--- src/hdl/multichannel_window_median_assert.svh ---
// assertion macros for the multichannel window median block
// used by the top level; needs a clock named clk and a reset named rst in scope
`ifndef MULTICHANNEL_WINDOW_MEDIAN_ASSERT_SVH
`define MULTICHANNEL_WINDOW_MEDIAN_ASSERT_SVH

// antecedent holds -> consequent holds in the same cycle
`define MWM_ASSERT_SAME(label, ante, cons, msg) \
  label: assert property (@(posedge clk) disable iff (rst) (ante) |-> (cons)) else $error(msg);

// antecedent holds -> consequent holds in the next cycle
`define MWM_ASSERT_NEXT(label, ante, cons, msg) \
  label: assert property (@(posedge clk) disable iff (rst) (ante) |=> (cons)) else $error(msg);

`endif

--- src/hdl/mwm_pkg.sv ---
// shared types and constants for the multichannel window median block
// no dependencies
`timescale 1ns / 1ps

package mwm_pkg;

  // default configuration
  localparam int DEFAULT_WINDOW      = 50;
  localparam int DEFAULT_CHANNELS    = 3;
  localparam int DEFAULT_SAMPLE_BITS = 12;

  // fixed field widths
  localparam int CHANNEL_W = 2;
  localparam int SAMPLE_W  = 12;
  localparam int MEDIAN_W  = 12;

  // operation codes
  localparam logic OP_STORE = 1'b0;
  localparam logic OP_QUERY = 1'b1;

  // control from the sequencer to the rank sorter
  typedef struct packed {
    logic init;    // preload every cell with the largest value
    logic insert;  // insert the sample on the data input
  } sort_ctrl_t;

endpackage

--- src/hdl/mwm_rank_sorter.sv ---
// insertion sorter that keeps the smallest CELLS values seen since init
// depends on mwm_pkg
`timescale 1ns / 1ps

module mwm_rank_sorter
  import mwm_pkg::*;
#(
  parameter int SAMPLE_BITS = DEFAULT_SAMPLE_BITS,
  parameter int CELLS       = (DEFAULT_WINDOW - 1) / 2 + 1
) (
  input  logic                   clk,
  input  sort_ctrl_t             ctrl,
  input  logic [SAMPLE_BITS-1:0] din,
  output logic [SAMPLE_BITS-1:0] rank_value
);

  logic [SAMPLE_BITS-1:0] cells [CELLS];
  logic [CELLS-1:0]       lt;

  // cells stay ascending, so lt is a thermometer code
  always_comb begin
    for (int i = 0; i < CELLS; i++) begin
      lt[i] = (din < cells[i]);
    end
  end

  always_ff @(posedge clk) begin
    if (ctrl.init) begin
      for (int i = 0; i < CELLS; i++) begin
        cells[i] <= '1;
      end
    end else if (ctrl.insert) begin
      if (lt[0]) begin
        cells[0] <= din;
      end
      for (int i = 1; i < CELLS; i++) begin
        if (lt[i]) begin
          cells[i] <= lt[i-1] ? cells[i-1] : din;
        end
      end
    end
  end

  assign rank_value = cells[CELLS-1];

endmodule

--- src/hdl/multichannel_window_median.sv ---
// top level of the multichannel sliding window median filter
// depends on mwm_pkg, mwm_rank_sorter and multichannel_window_median_assert.svh
`timescale 1ns / 1ps
`include "multichannel_window_median_assert.svh"

// Keeps the last WINDOW samples of each of CHANNELS channels in one sample
// memory (CHANNELS*WINDOW entries, one write and one registered read port).
// A store transaction (operation 0) writes its sample at the channel's ring
// position in the cycle it is accepted and gives no result; the sequencer
// stays idle through it. A query transaction (operation 1) walks the
// channel's window through the read port, one entry per cycle, and feeds
// each entry into an insertion sorter that keeps the (WINDOW-1)/2+1 smallest
// values; the last of them is the lower median. A query keeps in_stall high
// through its read, drain and done states, since the walk holds the single
// memory read port; the result then waits in the output register, so the
// next transaction is taken while it is still stalled. A query that finishes
// while the previous result is still stalled holds until the output frees.
// Transactions on a channel number not below CHANNELS are accepted and
// dropped. After reset a clearing pass writes zero to every memory entry, one
// per cycle; in_stall is high until it ends.
module multichannel_window_median
  import mwm_pkg::*;
#(
  parameter int WINDOW      = DEFAULT_WINDOW,
  parameter int CHANNELS    = DEFAULT_CHANNELS,
  parameter int SAMPLE_BITS = DEFAULT_SAMPLE_BITS
) (
  input  logic                 clk,
  input  logic                 rst,
  // input transaction channel
  input  logic                 in_valid,
  output logic                 in_stall,
  input  logic                 operation,
  input  logic [CHANNEL_W-1:0] channel,
  input  logic [SAMPLE_W-1:0]  sample,
  // result transaction channel
  output logic                 out_valid,
  input  logic                 out_stall,
  output logic [MEDIAN_W-1:0]  median,
  output logic [CHANNEL_W-1:0] result_channel
);

  localparam int DEPTH    = CHANNELS * WINDOW;
  localparam int ADDR_W   = $clog2(DEPTH);
  localparam int POS_W    = $clog2(WINDOW);
  localparam int CH_IDX_W = (CHANNELS > 1) ? $clog2(CHANNELS) : 1;
  localparam int RANK     = (WINDOW - 1) >> 1;

  // sequencer states
  localparam logic [2:0] ST_CLEAR = 3'd0;  // clearing pass after reset
  localparam logic [2:0] ST_IDLE  = 3'd1;  // ready for a transaction
  localparam logic [2:0] ST_READ  = 3'd2;  // issuing window reads
  localparam logic [2:0] ST_DRAIN = 3'd3;  // last read data into the sorter
  localparam logic [2:0] ST_DONE  = 3'd4;  // median ready, waiting for output

  logic [2:0]             state;
  logic [ADDR_W-1:0]      clr_cnt;
  logic [POS_W-1:0]       rd_cnt;
  logic [ADDR_W-1:0]      base;
  logic [CHANNEL_W-1:0]   qchan;
  logic                   rd_pending;

  // sample memory and its ring positions
  logic [SAMPLE_BITS-1:0] mem [DEPTH];
  logic [SAMPLE_BITS-1:0] mem_rd;
  logic [POS_W-1:0]       write_position [CHANNELS];

  logic                   in_accept;
  logic                   ch_ok;
  logic [CH_IDX_W-1:0]    ch_idx;
  logic                   store_go;
  logic                   query_go;
  logic [POS_W-1:0]       pos_cur;
  logic [POS_W-1:0]       pos_next;
  logic                   wr_en;
  logic [ADDR_W-1:0]      wr_addr;
  logic [SAMPLE_BITS-1:0] wr_data;
  logic [ADDR_W-1:0]      rd_addr;
  logic                   out_free;
  sort_ctrl_t             sort_ctrl;
  logic [SAMPLE_BITS-1:0] rank_value;

  // input side decode
  assign in_stall  = (state != ST_IDLE);
  assign in_accept = in_valid && !in_stall;
  assign ch_ok     = (int'(channel) < CHANNELS);
  assign ch_idx    = CH_IDX_W'(channel);
  assign store_go  = in_accept && ch_ok && (operation == OP_STORE);
  assign query_go  = in_accept && ch_ok && (operation == OP_QUERY);

  // ring position of the addressed channel, wraps after the last slot
  assign pos_cur  = write_position[ch_idx];
  assign pos_next = (int'(pos_cur) == WINDOW - 1) ? '0 : pos_cur + 1'b1;

  // write port: clearing pass or a store
  assign wr_en   = (state == ST_CLEAR) || store_go;
  assign wr_addr = (state == ST_CLEAR) ? clr_cnt
                                       : ADDR_W'(int'(ch_idx) * WINDOW + int'(pos_cur));
  assign wr_data = (state == ST_CLEAR) ? '0 : SAMPLE_BITS'(sample);

  // read port walks the queried channel's window
  assign rd_addr = base + ADDR_W'(rd_cnt);

  always_ff @(posedge clk) begin
    if (wr_en) begin
      mem[wr_addr] <= wr_data;
    end
    mem_rd <= mem[rd_addr];
  end

  always_ff @(posedge clk) begin
    if (rst) begin
      for (int i = 0; i < CHANNELS; i++) begin
        write_position[i] <= '0;
      end
    end else if (store_go) begin
      write_position[ch_idx] <= pos_next;
    end
  end

  // sorter is preloaded when a query is accepted and takes each read word
  assign sort_ctrl.init   = query_go;
  assign sort_ctrl.insert = rd_pending;

  mwm_rank_sorter #(
    .SAMPLE_BITS (SAMPLE_BITS),
    .CELLS       (RANK + 1)
  ) u_sorter (
    .clk        (clk),
    .ctrl       (sort_ctrl),
    .din        (mem_rd),
    .rank_value (rank_value)
  );

  assign out_free = !out_valid || !out_stall;

  // sequencer
  always_ff @(posedge clk) begin
    if (rst) begin
      state      <= ST_CLEAR;
      clr_cnt    <= '0;
      rd_cnt     <= '0;
      rd_pending <= 1'b0;
    end else begin
      rd_pending <= (state == ST_READ);
      unique case (state)
        ST_CLEAR: begin
          if (int'(clr_cnt) == DEPTH - 1) begin
            state <= ST_IDLE;
          end else begin
            clr_cnt <= clr_cnt + 1'b1;
          end
        end
        ST_IDLE: begin
          rd_cnt <= '0;
          if (query_go) begin
            state <= ST_READ;
          end
        end
        ST_READ: begin
          if (int'(rd_cnt) == WINDOW - 1) begin
            state <= ST_DRAIN;
          end else begin
            rd_cnt <= rd_cnt + 1'b1;
          end
        end
        ST_DRAIN: begin
          state <= ST_DONE;
        end
        ST_DONE: begin
          if (out_free) begin
            state <= ST_IDLE;
          end
        end
        default: begin
          state <= ST_IDLE;
        end
      endcase
    end
  end

  // query context, no reset needed
  always_ff @(posedge clk) begin
    if (query_go) begin
      base  <= ADDR_W'(int'(ch_idx) * WINDOW);
      qchan <= channel;
    end
  end

  // output register
  always_ff @(posedge clk) begin
    if (rst) begin
      out_valid <= 1'b0;
    end else if (state == ST_DONE && out_free) begin
      out_valid <= 1'b1;
    end else if (!out_stall) begin
      out_valid <= 1'b0;
    end
  end

  always_ff @(posedge clk) begin
    if (state == ST_DONE && out_free) begin
      median         <= MEDIAN_W'(rank_value);
      result_channel <= qchan;
    end
  end

  // checks
  `MWM_ASSERT_SAME(a_no_write_in_walk, (state == ST_READ || state == ST_DRAIN), !wr_en, "memory written during a window walk")
  `MWM_ASSERT_SAME(a_result_from_done, $rose(out_valid), $past(state) == ST_DONE, "result raised outside a finished query")
  `MWM_ASSERT_NEXT(a_walk_ends_in_drain, (state == ST_READ && int'(rd_cnt) == WINDOW - 1), state == ST_DRAIN && rd_pending, "window walk did not end in drain")

endmodule
--- config.mk ---
export PLATFORM = sky130hd
export DESIGN_NAME = multichannel_window_median
export DESIGN_NICKNAME = d
export VERILOG_FILES = /design/src/hdl/mwm_pkg.sv /design/src/hdl/mwm_rank_sorter.sv /design/src/hdl/multichannel_window_median.sv
export VERILOG_INCLUDE_DIRS = /design/src /design/src/hdl
export SDC_FILE = /design/constraint.sdc
export NUM_CORES = 2
export LEC_CHECK = 0
export ABC_AREA = 1
export ABC_CLOCK_PERIOD_IN_PS = 7650
export BUFFER_PORTS_ARGS = -buffer_cell sky130_fd_sc_hd__buf_2
export CORE_AREA = 2 2 442 444
export DETAILED_ROUTE_END_ITERATION = 10
export DIE_AREA = 0 0 444 446
export PLACE_DENSITY = 0.65
export SKIP_CTS_REPAIR_TIMING = 1
export SYNTH_ARGS = -nofsm -noshare
export SYNTH_HDL_FRONTEND = slang
export SYNTH_SLANG_ARGS = --single-unit
--- constraint.sdc ---
create_clock -name clk -period 7.65 [get_ports clk]
set_clock_uncertainty 0.2 [all_clocks]
set_input_delay 1.1475 -clock clk [delete_from_list [all_inputs] [get_ports clk]]
set_output_delay 1.1475 -clock clk [all_outputs]
set_load 0.05 [all_outputs]
==> metrics.md <==
| Metric | Value |
|---|---|
| Post-synthesis share of cell area spent on and, or, nand and nor gates | `18.8%` |
| Number of distinct standard cells referenced by the synthesized netlist | `56` |
| Internal power summed over all cells | `22.9 mW` |
| Worst IR drop on VDD | `0.000317 V` |
| CTS clock-pin slew for the worst setup and hold paths | `60 ps` |
| Estimated wirelength of the detail-placed design | `151000 um` |
| H-tree levels | `4` |
| Antenna violations before repair | `5` |
| Most frequent cells in the layout | `nand2_1, edfxtp_1, nand3_1` |
| Sw frac | `36.0%` |
| Remaining Overflow, GRT | `0` |
| Critical path fanouts, max | `18` |
| Max-slew violation total from the final report | `0` |
| X dimension of the die | `about 440 um` |
| Share of total power in sequential cells | `41.2%` |
| Max capacitance violation total | `0` |
| Leakage power summed over all cells | `38.9 nW` |
| Vias in the first global route | `62.6k` |
| Total Routing Usage GR | `25.9%` |
| Post-synth top area cell | `edfxtp_1` |
| Final Hold Fails | `0` |
| Worst slew pin tran | `1290 ps` |
| Compound-cell area share of the yosys netlist | `5.78%` |
| Gate count of the mapped netlist | `about 8.6k` |
| I/O pin total | `35` |
| Clock share of power | `29.6%` |
| Arr. time, crit path | `approximately 5000 ps` |
| Total Wirelength | `between 200000 and 300000 um` |
| Post-route worst setup slack | `about 2800 ps` |
| Final design utilization | `between 50 and 60%` |
| Pin count of the biggest net entering global routing | `slightly below 200` |
| Remaining max-slew budget at the tightest pin | `13.2%` |
| Met3 Resource Use GR | `4.11%` |
| Dominant combinational cell family by area after synthesis | `simple AND/OR/NAND/NOR gates` |
| CTS buffer count | `217` |
| CTS tree | `built` |
| Wire length of the first global-routing pass | `388000 um` |
| Cells on Worst Hold Path | `0` |
| Antenna Nets Post-Route | `0` |
| Depth of the worst register-to-register path | `12` |
| Most congested layer reported by global routing | `met2` |
| Multiplexer area fraction after synthesis | `0%` |
| Post-Synth Adder-Cell Area | `3.86%` |
| Number of search-and-repair iterations in the first detailed-routing pass | `8` |
| Routed WL per cell | `23.3 um` |
| Core Area | `between 0.15 and 0.2 mm2` |
| Routed via count divided by cell count | `5.86` |
| Layout overhead on the synthesized area | `9.84%` |
| Buffers on Ports | `34` |
| Portion of synthesized cell area occupied by the leading cell type | `66.8%` |
| Setup repair after global routing missed its margin | `false` |
| Critical path start-end classification | `input port to register` |
| Number of DRC violations after detailed routing | `0` |
| Most common cell after layout, fill and taps aside | `nand2_1` |
| Fin crit period | `approximately 4900 ps` |
| Routability Congestion | `approximately 0.9` |
| CP startpoint kind | `input port` |
| Post-route worst hold slack | `about 250 ps` |
| Fmax | `205 MHz` |
| Setup TNS Final | `0 ps` |
| Combinational Power Share | `29.2%` |
| Post-Synthesis Cell Area | `0.0963 mm2` |
| Skew-Pair Late Insertion Delay | `slightly below 900 ps` |
| Endpoint class of the critical path | `register` |
| Xor-xnor portion of the synthesized cell area | `0.0623%` |
| Share of cells above drive strength 1 | `a little under 7%` |
| Area of the die | `0.198 mm2` |
| Number of buffers on the longest clock path | `3` |
| Std-Cell Rows | `162` |
| Register bit total from synthesis | `2174` |
| Syn. warnings | `0` |
| Number of nets in the finished design | `8740` |
| Ratio of total power to cell area | `339 mW/mm2` |
| Met1 Usage GRT | `34.6%` |
| 1st-iter DRT viols | `8248` |
| Total power consumption of the routed design | `35.9 mW` |
| Setup slack of the worst register-to-register path | `2890 ps` |
| Sink Count | `2174` |
| Required time of the critical path | `around 7900 ps` |
| Clock root cell | `clkbuf_16` |
| Portion of the post-synthesis area used by sequential elements | `between 60 and 70%` |
| Mean cell area of the mapped netlist | `11.2 um2` |
| Die boundary height | `446 um` |
| Run status | `finished clean` |
| Share of the clock period used by the worst path | `63.6%` |
| Top area cells in the synthesized netlist | `edfxtp_1, nand2_1, nand3_1` |
| Net switching power of the design | `12.9 mW` |
| Antenna diode instance count | `0` |
| Hold Crit Class | `register to register` |
| Met2 layer usage reported by global route | `42.4%` |
| Initial core utilization | `49.8%` |
| Pre-CTS setup slack | `about 2000 ps` |
| Count of final setup violators | `0` |
| Overall via count from detail_route | `65.3k` |
-- critical path, cell delays in order --
cell     delay [ps]
buf_2           300
inv_2           200
nand2_1          90
nand3_1          70
nand2_1         110
inv_1            80
ha_1            200
inv_1            70
fa_1            400
or2_1           270
o21ai_2         120
inv_2            80
nor2_2          200
nand2_1         480
buf_4           420
nor3_2          830
-- registers in the layout (all words and copies together) (netlist names) --
register and cells:
qchan 1, result_channel 2, out_valid 1, rd_cnt 6, mem 1800, median 12, clr_cnt 8, u_sorter.cells 300
base 4, write_position 24, rd_pending 1, mem_rd 12, state 3
-- Yosys cell counts, drive strengths merged --
master	count
a31o	1
a21boi	24
xor2	5
o21ai	318
o221ai	34
nand2	2352
nand3b	2
a32oi	2
or2	3
nand4	4
fa	2
a21oi	256
inv	429
edfxtp	2143
and3	1
ha	294
buf	249
dfxtp	31
o21a	2
a211oi	1
clkinv	1
nor3b	4
conb	1
nor3	74
o211a	1
clkbuf	279
a211o	1
nor2	357
nand3	1429
o22ai	23
xnor2	1
o211ai	239
o31ai	24
-- metal layers --
layer	part of all wire, %	up-vias
met5	0.0039	-
met4	4.3	2
met3	8.4	577
met2	48	3086
met1	40	31500
li1	-	30100
-- logic make-up (layout without fill, tap and decap cells) --
kind of cell | Yosys count | in the layout
other | 1 | 6
adder cells (fa/ha/maj) | 296 | 296
buffers and inverters | 958 | 973
XOR/XNOR | 6 | 6
AND/OR/NAND/NOR | 4226 | 4226
flip-flops | 2174 | 2174
AO/OA/AOI/OAI | 926 | 926
-- per-stage QoR --
stage | area, um2 | std cells
floorplan | 96400 | 8592
global placement | 98700 | 10700
detailed placement | 98700 | 10700
CTS | 106000 | 11100
global route | 106000 | 11100
finish | 106000 | 11100
-- power groups by stage --
stage | Clock (mW) | Sequential (mW) | Combinational (mW)
after floorplan | 0 | 15.2 | 6.21
after global placement | 0 | 15.0 | 10.2
after detailed placement | 0 | 15.0 | 10.3
after CTS | 10.7 | 14.8 | 10.4
after global routing | 11.2 | 14.8 | 11.3
final | 10.6 | 14.8 | 10.5
-- worst paths after layout --
path | start | endpoint
max | channel[0] | mem[143][7]
min | u_sorter.cells[24][8] | median[8]
max reg2reg | qchan[0] | mem_rd[0]
min reg2reg | u_sorter.cells[24][8] | median[8]
-- layout make-up --
| class | count | area (um2) |
|---|---|---|
| flip-flops and latches | 2174 | 65000 |
| inverters | 430 | 1640 |
| clock buffers | 271 | 5760 |
| multi-input cells | 5460 | 27700 |
| repair buffers | 142 | 1190 |
| well taps | 2542 | 3180 |
| clock inverters | 130 | 1320 |
| fillers | 16200 | 87700 |
(Power assumes the default switching activity.)
